### src/rtl/trzb_pkg.sv
`default_nettype none
// ----------------------------------------------------------------------------
// trzb_pkg
// Shared types, constants and helpers for the run-average zone bitmap block.
// ----------------------------------------------------------------------------
package trzb_pkg;

    localparam int MAX_SENSORS  = 8;
    localparam int CNT_W        = $clog2(MAX_SENSORS + 1);
    localparam int SUM_W        = 20;
    localparam int DIST_W       = 16;
    localparam int CFG_W        = 8;
    localparam int TEN_W        = 12;
    localparam int ZONE_COUNT   = 6;
    localparam int TENTHS       = 10;
    localparam logic [ZONE_COUNT-1:0] ZONE_MASK = 6'h3f;
    localparam int QUEUE_DEPTH  = 4;
    localparam int QPTR_W       = $clog2(QUEUE_DEPTH);
    localparam int DIV_STEPS    = SUM_W;
    localparam int STEP_W       = $clog2(DIV_STEPS);
    localparam int ZONE_STEPS   = 7;
    localparam int Q_W          = 3;

    // configuration register indexes
    localparam logic CFG_OFFSET = 1'b0;
    localparam logic CFG_PITCH  = 1'b1;

    typedef struct packed {
        logic [CFG_W-1:0] offset_mm;
        logic [CFG_W-1:0] pitch_mm;
    } t_cfg;

    typedef struct packed {
        logic [DIST_W-1:0] distance;
        logic              valid;
        logic              last;
    } t_entry;

    typedef struct packed {
        logic [CNT_W-1:0] run_count;
        logic             load;
    } t_back_stat;

    // millimetres to tenths
    function automatic logic [TEN_W-1:0] times_ten(input logic [CFG_W-1:0] v);
        return TEN_W'(v) * TEN_W'(TENTHS);
    endfunction

    // one or two zone bits from the two quotients, indexes of six or more drop out
    function automatic logic [ZONE_COUNT-1:0] zone_bits(input logic [Q_W-1:0] q1,
                                                       input logic [Q_W-1:0] q2);
        logic [ZONE_COUNT-1:0] b;
        b = '0;
        for (int i = 0; i < ZONE_COUNT; i++) begin
            if (q1 == Q_W'(i) || q2 == Q_W'(i)) begin
                b[i] = 1'b1;
            end
        end
        return b & ZONE_MASK;
    endfunction

endpackage
`default_nettype wire

### src/rtl/trzb_smp_if.sv
`default_nettype none
// ----------------------------------------------------------------------------
// trzb_smp_if
// Sample channel: distance word with last-of-scan flag.
// ----------------------------------------------------------------------------
interface trzb_smp_if;
    logic                          valid;
    logic                          ready;
    logic [trzb_pkg::DIST_W-1:0]   distance;
    logic                          last_in_scan;

    modport source(output valid, output distance, output last_in_scan, input ready);
    modport sink(input valid, input distance, input last_in_scan, output ready);
endinterface
`default_nettype wire

### src/rtl/trzb_res_if.sv
`default_nettype none
// ----------------------------------------------------------------------------
// trzb_res_if
// Result channel: zone bitmap of one scan.
// ----------------------------------------------------------------------------
interface trzb_res_if;
    logic                              valid;
    logic                              ready;
    logic [trzb_pkg::ZONE_COUNT-1:0]   zone_bitmap;

    modport source(output valid, output zone_bitmap, input ready);
    modport sink(input valid, input zone_bitmap, output ready);
endinterface
`default_nettype wire

### src/rtl/trzb_front.sv
`default_nettype none
// ----------------------------------------------------------------------------
// trzb_front
// Accepts samples and marks each one in or out of the zone window.
// ----------------------------------------------------------------------------
module trzb_front (
    input  wire trzb_pkg::t_cfg   i_cfg,
    trzb_smp_if.sink              i_smp,
    output logic                  o_push_valid,
    input  wire                   i_push_ready,
    output trzb_pkg::t_entry      o_push_data
);

    logic [trzb_pkg::TEN_W-1:0] lo;
    logic [14:0]                hi;
    logic [13:0]                span;
    logic                       in_window;

    always_comb begin
        lo   = trzb_pkg::times_ten(i_cfg.offset_mm);
        // six pitches in tenths: pitch * 60
        span = (14'(i_cfg.pitch_mm) << 6) - (14'(i_cfg.pitch_mm) << 2);
        hi   = 15'(lo) + 15'(span);
        in_window = (i_cfg.pitch_mm != '0)
                 && (i_smp.distance > trzb_pkg::DIST_W'(lo))
                 && (i_smp.distance < trzb_pkg::DIST_W'(hi));
    end

    assign o_push_valid         = i_smp.valid;
    assign i_smp.ready          = i_push_ready;
    assign o_push_data.distance = i_smp.distance;
    assign o_push_data.valid    = in_window;
    assign o_push_data.last     = i_smp.last_in_scan;

endmodule
`default_nettype wire

### src/rtl/trzb_queue.sv
`default_nettype none
// ----------------------------------------------------------------------------
// trzb_queue
// Short first-in first-out queue of classified samples.
// ----------------------------------------------------------------------------
module trzb_queue (
    input  wire                   i_clk,
    input  wire                   i_rst_n,
    input  wire                   i_push_valid,
    output logic                  o_push_ready,
    input  wire trzb_pkg::t_entry i_push_data,
    output logic                  o_pop_valid,
    input  wire                   i_pop_ready,
    output trzb_pkg::t_entry      o_pop_data
);

    trzb_pkg::t_entry               r_mem [trzb_pkg::QUEUE_DEPTH];
    logic [trzb_pkg::QPTR_W-1:0]    r_wp, n_wp;
    logic [trzb_pkg::QPTR_W-1:0]    r_rp, n_rp;
    logic [trzb_pkg::QPTR_W:0]      r_cnt, n_cnt;
    logic                           push, pop;

    assign o_push_ready = (r_cnt != (trzb_pkg::QPTR_W + 1)'(trzb_pkg::QUEUE_DEPTH));
    assign o_pop_valid  = (r_cnt != '0);
    assign o_pop_data   = r_mem[r_rp];
    assign push         = i_push_valid && o_push_ready;
    assign pop          = o_pop_valid && i_pop_ready;

    always_comb begin
        n_wp  = push ? r_wp + 1'b1 : r_wp;
        n_rp  = pop  ? r_rp + 1'b1 : r_rp;
        n_cnt = r_cnt;
        if (push && !pop) begin
            n_cnt = r_cnt + 1'b1;
        end else if (pop && !push) begin
            n_cnt = r_cnt - 1'b1;
        end
    end

    always_ff @(posedge i_clk) begin
        if (!i_rst_n) begin
            r_wp  <= '0;
            r_rp  <= '0;
            r_cnt <= '0;
        end else begin
            r_wp  <= n_wp;
            r_rp  <= n_rp;
            r_cnt <= n_cnt;
        end
    end

    always_ff @(posedge i_clk) begin
        if (push) begin
            r_mem[r_wp] <= i_push_data;
        end
    end

endmodule
`default_nettype wire

### src/rtl/trzb_back.sv
`default_nettype none
// ----------------------------------------------------------------------------
// trzb_back
// Run accumulation, iterative run average and zone mapping, scan output.
// ----------------------------------------------------------------------------
module trzb_back (
    input  wire                   i_clk,
    input  wire                   i_rst_n,
    input  wire trzb_pkg::t_cfg   i_cfg,
    input  wire                   i_pop_valid,
    output logic                  o_pop_ready,
    input  wire trzb_pkg::t_entry i_pop_data,
    trzb_res_if.source            o_res,
    output trzb_pkg::t_back_stat  o_stat
);

    typedef enum logic [4:0] {
        ST_IDLE = 5'b00001,
        ST_DIV  = 5'b00010,
        ST_ZSET = 5'b00100,
        ST_ZONE = 5'b01000,
        ST_OUT  = 5'b10000
    } t_state;

    t_state                              r_state, n_state;
    logic [trzb_pkg::SUM_W-1:0]          r_sum, n_sum;
    logic [trzb_pkg::CNT_W-1:0]          r_count, n_count;
    logic [trzb_pkg::ZONE_COUNT-1:0]     r_bits, n_bits;
    logic                                r_last, n_last;
    logic [trzb_pkg::SUM_W-1:0]          r_dvd, n_dvd;
    logic [trzb_pkg::CNT_W-1:0]          r_rem, n_rem;
    logic [trzb_pkg::STEP_W-1:0]         r_step, n_step;
    logic [16:0]                         r_x1, n_x1;
    logic [16:0]                         r_x2, n_x2;
    logic [trzb_pkg::Q_W-1:0]            r_q1, n_q1;
    logic [trzb_pkg::Q_W-1:0]            r_q2, n_q2;
    logic                                r_zok, n_zok;
    logic                                r_out_valid, n_out_valid;
    logic [trzb_pkg::ZONE_COUNT-1:0]     r_out_bitmap, n_out_bitmap;

    logic [trzb_pkg::TEN_W-1:0]          o10, p10;
    logic                                take, add_ok, close_now, load;
    logic [trzb_pkg::SUM_W-1:0]          sum_after;
    logic [trzb_pkg::CNT_W-1:0]          cnt_after;
    logic [trzb_pkg::CNT_W:0]            trial;
    logic [trzb_pkg::DIST_W-1:0]         avg;

    assign o10         = trzb_pkg::times_ten(i_cfg.offset_mm);
    assign p10         = trzb_pkg::times_ten(i_cfg.pitch_mm);
    assign o_pop_ready = (r_state == ST_IDLE);
    assign take        = i_pop_valid && o_pop_ready;
    assign load        = (r_state == ST_OUT) && (!r_out_valid || o_res.ready);
    assign avg         = r_dvd[trzb_pkg::DIST_W-1:0];
    assign trial       = {r_rem, r_dvd[trzb_pkg::SUM_W-1]};

    always_comb begin
        add_ok    = i_pop_data.valid
                 && (r_count < trzb_pkg::CNT_W'(trzb_pkg::MAX_SENSORS));
        sum_after = add_ok ? r_sum + trzb_pkg::SUM_W'(i_pop_data.distance) : r_sum;
        cnt_after = add_ok ? r_count + 1'b1 : r_count;
        close_now = !i_pop_data.valid || i_pop_data.last;
    end

    always_comb begin
        n_state      = r_state;
        n_sum        = r_sum;
        n_count      = r_count;
        n_bits       = r_bits;
        n_last       = r_last;
        n_dvd        = r_dvd;
        n_rem        = r_rem;
        n_step       = r_step;
        n_x1         = r_x1;
        n_x2         = r_x2;
        n_q1         = r_q1;
        n_q2         = r_q2;
        n_zok        = r_zok;
        n_out_valid  = r_out_valid && !o_res.ready;
        n_out_bitmap = r_out_bitmap;

        case (r_state)
            ST_IDLE: begin
                if (take) begin
                    n_last = i_pop_data.last;
                    if (close_now && cnt_after != '0) begin
                        n_sum   = sum_after;
                        n_count = cnt_after;
                        n_dvd   = sum_after;
                        n_rem   = '0;
                        n_step  = '0;
                        n_state = ST_DIV;
                    end else if (close_now) begin
                        n_sum   = '0;
                        n_count = '0;
                        if (i_pop_data.last) begin
                            n_state = ST_OUT;
                        end
                    end else begin
                        n_sum   = sum_after;
                        n_count = cnt_after;
                    end
                end
            end
            ST_DIV: begin
                // restoring divide, one quotient bit a step
                if (trial >= {1'b0, r_count}) begin
                    n_rem = trzb_pkg::CNT_W'(trial - {1'b0, r_count});
                    n_dvd = {r_dvd[trzb_pkg::SUM_W-2:0], 1'b1};
                end else begin
                    n_rem = trial[trzb_pkg::CNT_W-1:0];
                    n_dvd = {r_dvd[trzb_pkg::SUM_W-2:0], 1'b0};
                end
                n_step = r_step + 1'b1;
                if (r_step == trzb_pkg::STEP_W'(trzb_pkg::DIV_STEPS - 1)) begin
                    n_state = ST_ZSET;
                end
            end
            ST_ZSET: begin
                n_zok   = (p10 != '0) && (avg >= trzb_pkg::DIST_W'(o10));
                n_x1    = 17'(avg) - 17'(o10);
                n_x2    = 17'(avg) - 17'(o10) + 17'(p10 >> 1);
                n_q1    = '0;
                n_q2    = '0;
                n_step  = '0;
                n_state = ST_ZONE;
            end
            ST_ZONE: begin
                // quotient by repeated subtraction, saturating at seven
                if (r_x1 >= 17'(p10) && r_q1 != '1) begin
                    n_x1 = r_x1 - 17'(p10);
                    n_q1 = r_q1 + 1'b1;
                end
                if (r_x2 >= 17'(p10) && r_q2 != '1) begin
                    n_x2 = r_x2 - 17'(p10);
                    n_q2 = r_q2 + 1'b1;
                end
                n_step = r_step + 1'b1;
                if (r_step == trzb_pkg::STEP_W'(trzb_pkg::ZONE_STEPS - 1)) begin
                    if (r_zok) begin
                        n_bits = r_bits | trzb_pkg::zone_bits(n_q1, n_q2);
                    end
                    n_sum   = '0;
                    n_count = '0;
                    n_state = r_last ? ST_OUT : ST_IDLE;
                end
            end
            ST_OUT: begin
                if (load) begin
                    n_out_valid  = 1'b1;
                    n_out_bitmap = r_bits;
                    n_bits       = '0;
                    n_sum        = '0;
                    n_count      = '0;
                    n_state      = ST_IDLE;
                end
            end
            default: begin
                n_state = ST_IDLE;
            end
        endcase
    end

    always_ff @(posedge i_clk) begin
        if (!i_rst_n) begin
            r_state     <= ST_IDLE;
            r_sum       <= '0;
            r_count     <= '0;
            r_bits      <= '0;
            r_last      <= 1'b0;
            r_out_valid <= 1'b0;
        end else begin
            r_state     <= n_state;
            r_sum       <= n_sum;
            r_count     <= n_count;
            r_bits      <= n_bits;
            r_last      <= n_last;
            r_out_valid <= n_out_valid;
        end
    end

    always_ff @(posedge i_clk) begin
        r_dvd        <= n_dvd;
        r_rem        <= n_rem;
        r_step       <= n_step;
        r_x1         <= n_x1;
        r_x2         <= n_x2;
        r_q1         <= n_q1;
        r_q2         <= n_q2;
        r_zok        <= n_zok;
        r_out_bitmap <= n_out_bitmap;
    end

    assign o_res.valid       = r_out_valid;
    assign o_res.zone_bitmap = r_out_bitmap;
    assign o_stat.run_count  = r_count;
    assign o_stat.load       = load;

endmodule
`default_nettype wire

### src/rtl/tof_run_average_zone_bitmap.sv
`default_nettype none
// ----------------------------------------------------------------------------
// tof_run_average_zone_bitmap
// Zone bitmap of a scan from runs of in-window distance words.
// ----------------------------------------------------------------------------
// Each distance word is checked against the zone window on entry and queued
// (four deep). The back end takes one word a cycle while it only extends a
// run or sees an empty one; a word that closes a non-empty run is popped,
// then goes through 20 steps of the bit-serial run-average divider, a zone
// set-up state and 7 steps of the zone quotient loop before the next word is
// taken. The last word of a scan also leads to a load of the bitmap into
// the output register, and that load waits for as long as the previous
// bitmap has not been taken. The output register holds the bitmap while
// further words are taken. Configuration takes effect at once.
module tof_run_average_zone_bitmap (
    input  wire                            i_clk,
    input  wire                            i_rst_n,
    input  wire                            i_cfg_we,
    input  wire                            i_cfg_idx,
    input  wire [trzb_pkg::CFG_W-1:0]      i_cfg_data,
    trzb_smp_if.sink                       i_smp,
    trzb_res_if.source                     o_res
);

    logic [trzb_pkg::CFG_W-1:0] r_offset, r_pitch;
    trzb_pkg::t_cfg             cfg;
    logic                       push_valid, push_ready;
    trzb_pkg::t_entry           push_data;
    logic                       pop_valid, pop_ready;
    trzb_pkg::t_entry           pop_data;
    trzb_pkg::t_back_stat       stat;

    always_ff @(posedge i_clk) begin
        if (!i_rst_n) begin
            r_offset <= 8'd10;
            r_pitch  <= 8'd20;
        end else if (i_cfg_we) begin
            case (i_cfg_idx)
                trzb_pkg::CFG_OFFSET: r_offset <= i_cfg_data;
                trzb_pkg::CFG_PITCH:  r_pitch  <= i_cfg_data;
                default: begin
                end
            endcase
        end
    end

    assign cfg.offset_mm = r_offset;
    assign cfg.pitch_mm  = r_pitch;

    trzb_front u_front (
        .i_cfg        (cfg),
        .i_smp        (i_smp),
        .o_push_valid (push_valid),
        .i_push_ready (push_ready),
        .o_push_data  (push_data)
    );

    trzb_queue u_queue (
        .i_clk        (i_clk),
        .i_rst_n      (i_rst_n),
        .i_push_valid (push_valid),
        .o_push_ready (push_ready),
        .i_push_data  (push_data),
        .o_pop_valid  (pop_valid),
        .i_pop_ready  (pop_ready),
        .o_pop_data   (pop_data)
    );

    trzb_back u_back (
        .i_clk       (i_clk),
        .i_rst_n     (i_rst_n),
        .i_cfg       (cfg),
        .i_pop_valid (pop_valid),
        .o_pop_ready (pop_ready),
        .i_pop_data  (pop_data),
        .o_res       (o_res),
        .o_stat      (stat)
    );

    // run never grows past the sensor limit
    a_run_limit: assert property (@(posedge i_clk) disable iff (!i_rst_n)
        stat.run_count <= trzb_pkg::CNT_W'(trzb_pkg::MAX_SENSORS))
        else $error("run count above limit");

    // a fresh result only follows a bitmap load
    a_out_from_load: assert property (@(posedge i_clk) disable iff (!i_rst_n)
        $rose(o_res.valid) |-> $past(stat.load))
        else $error("result without bitmap load");

    // a word pushed into an empty queue is visible next cycle
    a_queue_fill: assert property (@(posedge i_clk) disable iff (!i_rst_n)
        (push_valid && push_ready && !pop_valid) |=> pop_valid)
        else $error("queued word lost");

endmodule
`default_nettype wire
### src/flat_wrapper.sv
// flat-port wrapper written by rule: the top's interface ports become plain ports
module tof_run_average_zone_bitmap_flat 
  (i_clk, i_rst_n, i_cfg_we, i_cfg_idx, i_cfg_data, i_smp_valid, i_smp_distance, i_smp_last_in_scan, i_smp_ready, o_res_valid, o_res_zone_bitmap, o_res_ready);
  trzb_smp_if i_smp_i ();
  trzb_res_if o_res_i ();
  input  wire i_clk;
  input  wire i_rst_n;
  input  wire i_cfg_we;
  input  wire i_cfg_idx;
  input  wire [trzb_pkg::CFG_W-1:0] i_cfg_data;
  input wire logic [$bits(i_smp_i.valid)-1:0] i_smp_valid;
  input wire logic [$bits(i_smp_i.distance)-1:0] i_smp_distance;
  input wire logic [$bits(i_smp_i.last_in_scan)-1:0] i_smp_last_in_scan;
  output wire logic [$bits(i_smp_i.ready)-1:0] i_smp_ready;
  output wire logic [$bits(o_res_i.valid)-1:0] o_res_valid;
  output wire logic [$bits(o_res_i.zone_bitmap)-1:0] o_res_zone_bitmap;
  input wire logic [$bits(o_res_i.ready)-1:0] o_res_ready;
  assign i_smp_i.valid = i_smp_valid;
  assign i_smp_i.distance = i_smp_distance;
  assign i_smp_i.last_in_scan = i_smp_last_in_scan;
  assign i_smp_ready = i_smp_i.ready;
  assign o_res_valid = o_res_i.valid;
  assign o_res_zone_bitmap = o_res_i.zone_bitmap;
  assign o_res_i.ready = o_res_ready;
  tof_run_average_zone_bitmap u_core (.i_clk(i_clk), .i_rst_n(i_rst_n), .i_cfg_we(i_cfg_we), .i_cfg_idx(i_cfg_idx), .i_cfg_data(i_cfg_data), .i_smp(i_smp_i), .o_res(o_res_i));
endmodule
### config.mk
export PLATFORM = sky130hd
export DESIGN_NAME = tof_run_average_zone_bitmap_flat
export DESIGN_NICKNAME = d
export VERILOG_FILES = /design/src/rtl/trzb_pkg.sv /design/src/rtl/trzb_smp_if.sv /design/src/rtl/trzb_res_if.sv /design/src/rtl/trzb_front.sv /design/src/rtl/trzb_queue.sv /design/src/rtl/trzb_back.sv /design/src/rtl/tof_run_average_zone_bitmap.sv /design/src/flat_wrapper.sv
export SDC_FILE = /design/constraint.sdc
export NUM_CORES = 1
export LEC_CHECK = 0
export BUFFER_PORTS_ARGS = -buffer_cell sky130_fd_sc_hd__buf_2
export CORE_MARGIN = 1
export CORE_UTILIZATION = 55
export DETAILED_ROUTE_END_ITERATION = 16
export PLACE_DENSITY = 0.72
export SETUP_SLACK_MARGIN = 0.1
export SYNTH_ARGS = -nofsm -noshare
export SYNTH_HDL_FRONTEND = slang
export SYNTH_SLANG_ARGS = --single-unit
### constraint.sdc
create_clock -name i_clk -period 6.3 [get_ports i_clk]
set_input_delay 1.26 -clock i_clk [delete_from_list [all_inputs] [get_ports i_clk]]
set_output_delay 1.26 -clock i_clk [all_outputs]
set_load 0.005 [all_outputs]
==> reports/metrics.yaml, run 1 <==
outcome:
  status: "completed"
setup_path:
  critPathMaxFanout: 16
  critPathCaptureType: "flop"
  startpoint_type: "flop"
  worstPathRequired_ns: 6.41
  reg2reg_depth: 17
  worstPathArrival_ns: 5.26
  crit_type: "reg2reg"
floorplan:
  dieArea_um2: 26000
  die_y_um: 161
  die_w_um: 161
  coreArea_um2: 24600
  io_pins: 39
  initial_core_util_pct: 56.6
  rows: 57
sta:
  fmax_ghz: 0.194
  finClkSkew_ns: 0.0136
  period_share_pct: 81.7
  final_hold_viol_count: 0
  tightest_slew_ns: 1.13
  slew_violations: 0
  relSlewSlack_pct: 24.4
  finalSetupViolations: 0
  period_minus_slack_ns: 5.14
  rsz0062_at_grt: "false"
  fin_setup_tns_ns: 0
cells_and_area:
  final_nets: 1619
  area_growth_pct: 9.30
  final_cell_mix: "148 x edfxtp_1, 134 x ha_1, 130 x nand2_1"
  n_antenna_cell: 0
  drive_gt1_share_pct: 7.60
  final_util_pct: 61.9
  final_common_cell: "edfxtp_1"
min_path:
  hold_path_class: "reg2reg"
  hold_path_depth: 0
clock_tree:
  ctsResizeCount: 0
  cts_setup_buffers: 0
  cts_hold_buf: 0
  cts_max_path_buffers: 3
  cts_tree: "done"
  clock-root-buffer: "clkbuf_16"
  cts.reportedPaths.clkPinSlew_ns: 0.06
  h-tree-depth: 1
  insertion_delay_ns: 0.54
  cts_sinks: 210
  cts_buffers: 24
routing:
  viasPerCell: 5.89
  vias: 10500
  routedWlPerCell_um: 17.8
  wl_um: 31700
  drtIter0Drc: 714
  drc: 0
  ant_nets: 0
  drt_first_pass_iters: 5
synthesis:
  syn_inst: 1411
  synthTopCellsByArea: "edfxtp_1 32%, ha_1 12%, dfxtp_1 8.9%, xnor2_1 4.1%, a21oi_1 3.6%"
  yosys_warnings: 0
  synth_area_um2: 13900
  synth_edf_count: 148
  ys.flop_type: "edfxtp_1"
  avgSynthCellArea_um2: 9.88
  ys_ff_latch: 210
  syn_nets: 1586
  synth_async_sr_flop_share_pct: 0
  synth_top_area_cell: "edfxtp_1"
  synth_top_area_share_pct: 31.9
  ys_seq_area_share_pct: 40.8
  ys_types: 71
power:
  irDropWorstVdd_mv: 0.280
  p_leak_nw: 6.05
  cellPowerDensity_nw_per_um2: 424
  power_mw: 6.46
global_routing:
  grt_use_total_pct: 24.6
  grt_start_max_net_pins: 62
  grt_antenna_before_repair: 0
  grt_overflow: 0
  grt_pass1_wl_um: 51000
  grt_pass1_vias: 10100
place:
  gp_congestion: 0.914
  portBuffers: 38
  place_hpwl_um: 23700
run:
  maxCapViolations: 0
[where the power goes]
group | leakage (nW) | switching [mW] | internal, mW | total, mW
Combinational | 3.81 | 1.79 | 1.24 | 3.03
Clock | 0.376 | 0.571 | 0.812 | 1.38
Sequential | 1.87 | 0.184 | 1.86 | 2.04
Total | 6.05 | 2.55 | 3.91 | 6.46
[per-stage QoR]
| stage | instances | setup WS (ns) | area [um2] | hold WS (ns) |
|---|---|---|---|---|
| finish | 1785 | 1.16 | 15200 | 0.461 |
| global route | 1785 | 0.706 | 15200 | 0.474 |
| CTS | 1785 | 1.15 | 15200 | 0.465 |
| detailed placement | 1742 | 1.15 | 14400 | 0.451 |
| global placement | 1742 | 1.30 | 14400 | 0.429 |
| floorplan | 1411 | 1.49 | 13900 | 0.409 |
[cell families after synthesis]
| family | synth area share [%] |
|---|---|
| flops | 40.8 |
| fa+ha+maj | 13.8 |
| mux | 4.00 |
| xor+xnor | 6.42 |
| simple gates | 15.7 |
| compound gates | 15.9 |
| buf+inv | 3.47 |
[worst paths after layout]
| kind | end | startpoint | slack, ns |
|---|---|---|---|
| setup / recovery | u_core.u_back.r_x2[2]$_DFFE_PP_ | u_core.r_pitch[1]$_SDFFE_PN0P_ | 1.16 |
| hold / removal | u_core.u_back.o_res.zone_bitmap[5]$_DFFE_PP_ | u_core.u_back.r_bits[5]$_SDFFE_PN0P_ | 0.46 |
| setup reg to reg | u_core.u_back.r_x2[2]$_DFFE_PP_ | u_core.r_pitch[1]$_SDFFE_PN0P_ | 1.16 |
| hold reg to reg | u_core.u_back.o_res.zone_bitmap[5]$_DFFE_PP_ | u_core.u_back.r_bits[5]$_SDFFE_PN0P_ | 0.46 |
[routing by layer]
metal  GRT usage, %  wire, um  vias to the layer above
met4           7.20       827                        0
li1               -         -                     5234
met1           34.0     14800                     4985
met5              0         0                        -
met3           2.77      1390                       45
met2           40.7     14700                      258
[state kept, by name (all words and copies together) (netlist names), 3 cells and up, named ones only]
name and cells:
u_core.r_offset 8, u_core.r_pitch 8, u_core.u_back.o_res.zone_bitmap 6, u_core.u_back.r_bits 6, u_core.u_back.r_count 4, u_core.u_back.r_dvd 20, u_core.u_back.r_q1 3, u_core.u_back.r_q2 3
u_core.u_back.r_rem 4, u_core.u_back.r_state 5, u_core.u_back.r_step 5, u_core.u_back.r_sum 20, u_core.u_back.r_x1 17, u_core.u_back.r_x2 17, u_core.u_queue.r_cnt 3, u_core.u_queue.r_mem 72
[worst max-delay path, cell delays in order, from the launching register on]
cell	delay, ns
dfxtp_1	0.57
ha_1	0.22
ha_1	0.16
inv_1	0.06
fa_1	0.40
nor2b_1	0.21
o31a_1	0.19
nor4_1	0.06
a311oi_1	0.24
buf_4	0.20
ha_1	0.31
a21o_1	0.20
a211o_1	0.32
or3_1	0.31
o21ai_1	0.22
a31oi_1	0.41
nand2_1	0.18
nand2_1	0.44
[cells in the mapped netlist (18+ instances only)]
cell type  instances
edfxtp_1         148
ha_1             134
nand2_1          130
nor2_1           110
a21oi_1           99
inv_1             88
o21ai_0           72
xnor2_1           66
dfxtp_1           62
clkbuf_1          36
nand3_1           31
xor2_1            31
nor3_1            30
nor2b_1           27
a21o_1            24
and2_1            22
o21a_1            20
a21boi_0          18
mux4_2            18
[final cells by class]
class,count,area (um2)
fill,2051,9370
multi-input combinational,1073,7770
sequential,210,5690
clock buffer,32,693
tap,324,405
inverter,90,339
timing repair buffer,45,243
clock inverter,11,90.1
Note: power is estimated with default switching activity, not from simulation.
==> run 2: changes to the inputs <==
clock period = 5.1 ns   (was 6.3 ns; I/O delays follow)
==> run 2 against run 1 <==
Clock skew rose by 0.018 ns. Routed wire length is 3.5% lower. Clock-buffer cell count rose by 2. Largest power group unchanged. Final cell count grew 0.56%. Total power is 23% higher. Combinational power rose by 23%. First-iteration DRC count shrank 9.1%.
==> reports/metrics.yaml, run 2 (same netlist as run 1, synthesis figures left out) <==
outcome:
  status: "completed"
clock_tree:
  cts_tree: "done"
  ctsResizeCount: 0  # unchanged
  insertion_delay_ns: 0.54  # about the same
  h-tree-depth: 1  # unchanged
  cts_sinks: 210  # unchanged
  cts_max_path_buffers: 3  # unchanged
  cts_setup_buffers: 0  # unchanged
  cts.reportedPaths.clkPinSlew_ns: 0.06  # about the same
  cts_hold_buf: 0  # unchanged
  cts_buffers: 24  # unchanged
  clock-root-buffer: "clkbuf_16"
place:
  dpl.cell_count: 1752  # +0.57%
  portBuffers: 38  # unchanged
  gp_congestion: 0.876  # -4.1%
  place_hpwl_um: 23000  # -2.6%
  placed_area_um2: 14500  # +0.52%
global_routing:
  grt_pass1_vias: 9872  # -2.0%
  busiest_layer: "met2"
  grt_start_max_net_pins: 62  # unchanged
  grt_pass1_wl_um: 50100  # -1.6%
  grt_overflow: 0  # unchanged
  grt_util_met2_pct: 39.2  # -1.5 points
  met1_usage_pct: 33.5  # -0.53 points
  grt_use_total_pct: 24.0  # -0.63 points
  grt_antenna_before_repair: 0  # unchanged
  grtUsageMet3_pct: 2.29  # -0.49 points
cells_and_area:
  fin_cells: 1795  # +0.56%
  regMostFlops: "u_core.u_queue.r_mem"
  final_common_cell: "edfxtp_1"
  fin_area_um2: 15300  # +0.53%
  n_antenna_cell: 0  # unchanged
  drive_gt1_share_pct: 8.43  # +0.83 points
  final_cell_mix: "148 x edfxtp_1, 134 x ha_1, 130 x nand2_1"
  nFillCells: 2016  # -1.7%
  area_growth_pct: 9.88
  largest_reg_flops: 72  # unchanged
  largestRegisters: "u_core.u_queue.r_mem (72), u_core.u_back.r_dvd (20), u_core.u_back.r_sum (20)"
  final_nets: 1629  # +0.62%
power:
  power_mw: 7.93  # +23%
  p_leak_nw: 6.09  # +0.64%
  cellPowerDensity_nw_per_um2: 518  # +22%
  irDropWorstVdd_mv: 0.306  # +9.5%
routing:
  drt_first_pass_iters: 5  # unchanged
  viasPerCell: 5.85  # -0.72%
  vias: 10500  # -0.16%
  drtIter0Drc: 649  # -9.1%
  wl_um: 30600  # -3.5%
  routedWlPerCell_um: 17.0  # -4.1%
  drc: 0  # unchanged
  ant_nets: 0  # unchanged
sta:
  finClkSkew_ns: 0.0311  # +0.0175 ns
  rsz0062_at_grt: "true"
  final_hold_viol_count: 0  # unchanged
  fmax_ghz: 0.210  # +8.2%
  period_minus_slack_ns: 4.76  # -0.388 ns
  timing.hold.ws_ns: 0.440  # -0.0208 ns
  fin_setup_tns_ns: 0  # unchanged
  relSlewSlack_pct: 32.0  # +7.6 points
  finalSetupViolations: 0  # unchanged
  slew_violations: 0  # unchanged
  period_share_pct: 93.3  # +12 points
  tightest_slew_ns: 1.02  # -0.109 ns
min_path:
  hold_path_class: "reg2reg"
floorplan:
  io_pins: 39  # unchanged
  dieArea_um2: 26000  # unchanged
  rows: 57  # unchanged
  initial_core_util_pct: 56.6  # unchanged
  die_y_um: 161  # unchanged
  coreArea_um2: 24600  # unchanged
  die_w_um: 161  # unchanged
setup_path:
  startpoint_type: "flop"
  critPathMaxFanout: 6  # -10
  reg2reg_slack_ns: 0.34  # -0.81 ns
  worstPathArrival_ns: 5.00  # -0.26 ns
  crit_type: "reg2reg"
  worstPathRequired_ns: 5.34  # -1.07 ns
  critPathCaptureType: "flop"
run:
  maxCapViolations: 0  # unchanged
[run 2: changes by cell type in the layout (fill, tap and decap cells not counted), sizes merged]
cell and delta:
clkbuf +2, buf +10, clkinv -3, bufinv +1
[run 2: path summary, 6_finish.rpt]
check                                                     startpoint                                           end  cells past startpoint
worst max-delay path                 u_core.r_offset[1]$_SDFFE_PN1P_              u_core.u_back.r_x2[14]$_DFFE_PP_                     20
worst min-delay path            u_core.u_back.r_bits[5]$_SDFFE_PN0P_  u_core.u_back.o_res.zone_bitmap[5]$_DFFE_PP_                      0
worst max register to register       u_core.r_offset[1]$_SDFFE_PN1P_              u_core.u_back.r_x2[14]$_DFFE_PP_                     20
worst min register to register  u_core.u_back.r_bits[5]$_SDFFE_PN0P_  u_core.u_back.o_res.zone_bitmap[5]$_DFFE_PP_                      0
[run 2: layer usage]
| metal | part of all wire, % | up-vias |
|---|---|---|
| met4 | 3.2 | 0 |
| met5 | 0 | - |
| li1 | - | 5251 |
| met2 | 46 | 209 |
| met3 | 3.7 | 47 |
| met1 | 47 | 4998 |
[run 2: area by class of cell]
| class | instances | area [um2] | area share (%) |
|---|---|---|---|
| Clock buffer | 34 | 658 | 4.30 |
| Clock inverter | 9 | 105 | 0.686 |
| Inverter | 90 | 339 | 2.21 |
| Multi-Input combinational cell | 1073 | 7800 | 50.9 |
| Sequential cell | 210 | 5690 | 37.1 |
| Tap cell | 324 | 405 | 2.65 |
| Timing Repair Buffer | 55 | 318 | 2.08 |
[run 2: per-stage QoR]
stage / utilization, % / setup slack [ns]
6_report: 62.2 / 0.344
5_1_grt: 62.2 / 0.0246
4_1_cts: 62.1 / 0.254
3_5_place_dp: 59.0 / 0.310
3_3_place_gp: 59.0 / 0.386
2_1_floorplan: - / 0.287
[run 2: power breakdown]
part | leakage, nW | switching [mW] | internal [mW]
clock | 0.364 | 0.675 | 0.997
combinational | 3.86 | 2.19 | 1.54
sequential | 1.87 | 0.220 | 2.30
total | 6.09 | 3.09 | 4.84
[run 2: critical path: stages, from the launching register on]
cell	delay, ns
dfxtp_1	0.32
ha_1	0.30
ha_1	0.25
fa_2	0.40
a21o_1	0.18
a21oi_1	0.17
xnor2_1	0.18
inv_1	0.11
ha_1	0.37
nor2_1	0.11
nor2_1	0.05
o41a_1	0.11
maj3_2	0.36
xnor2_1	0.16
ha_1	0.34
nor3b_2	0.22
a31o_2	0.15
o21ai_1	0.09
or3b_1	0.38
xor2_1	0.14
a21oi_1	0.08
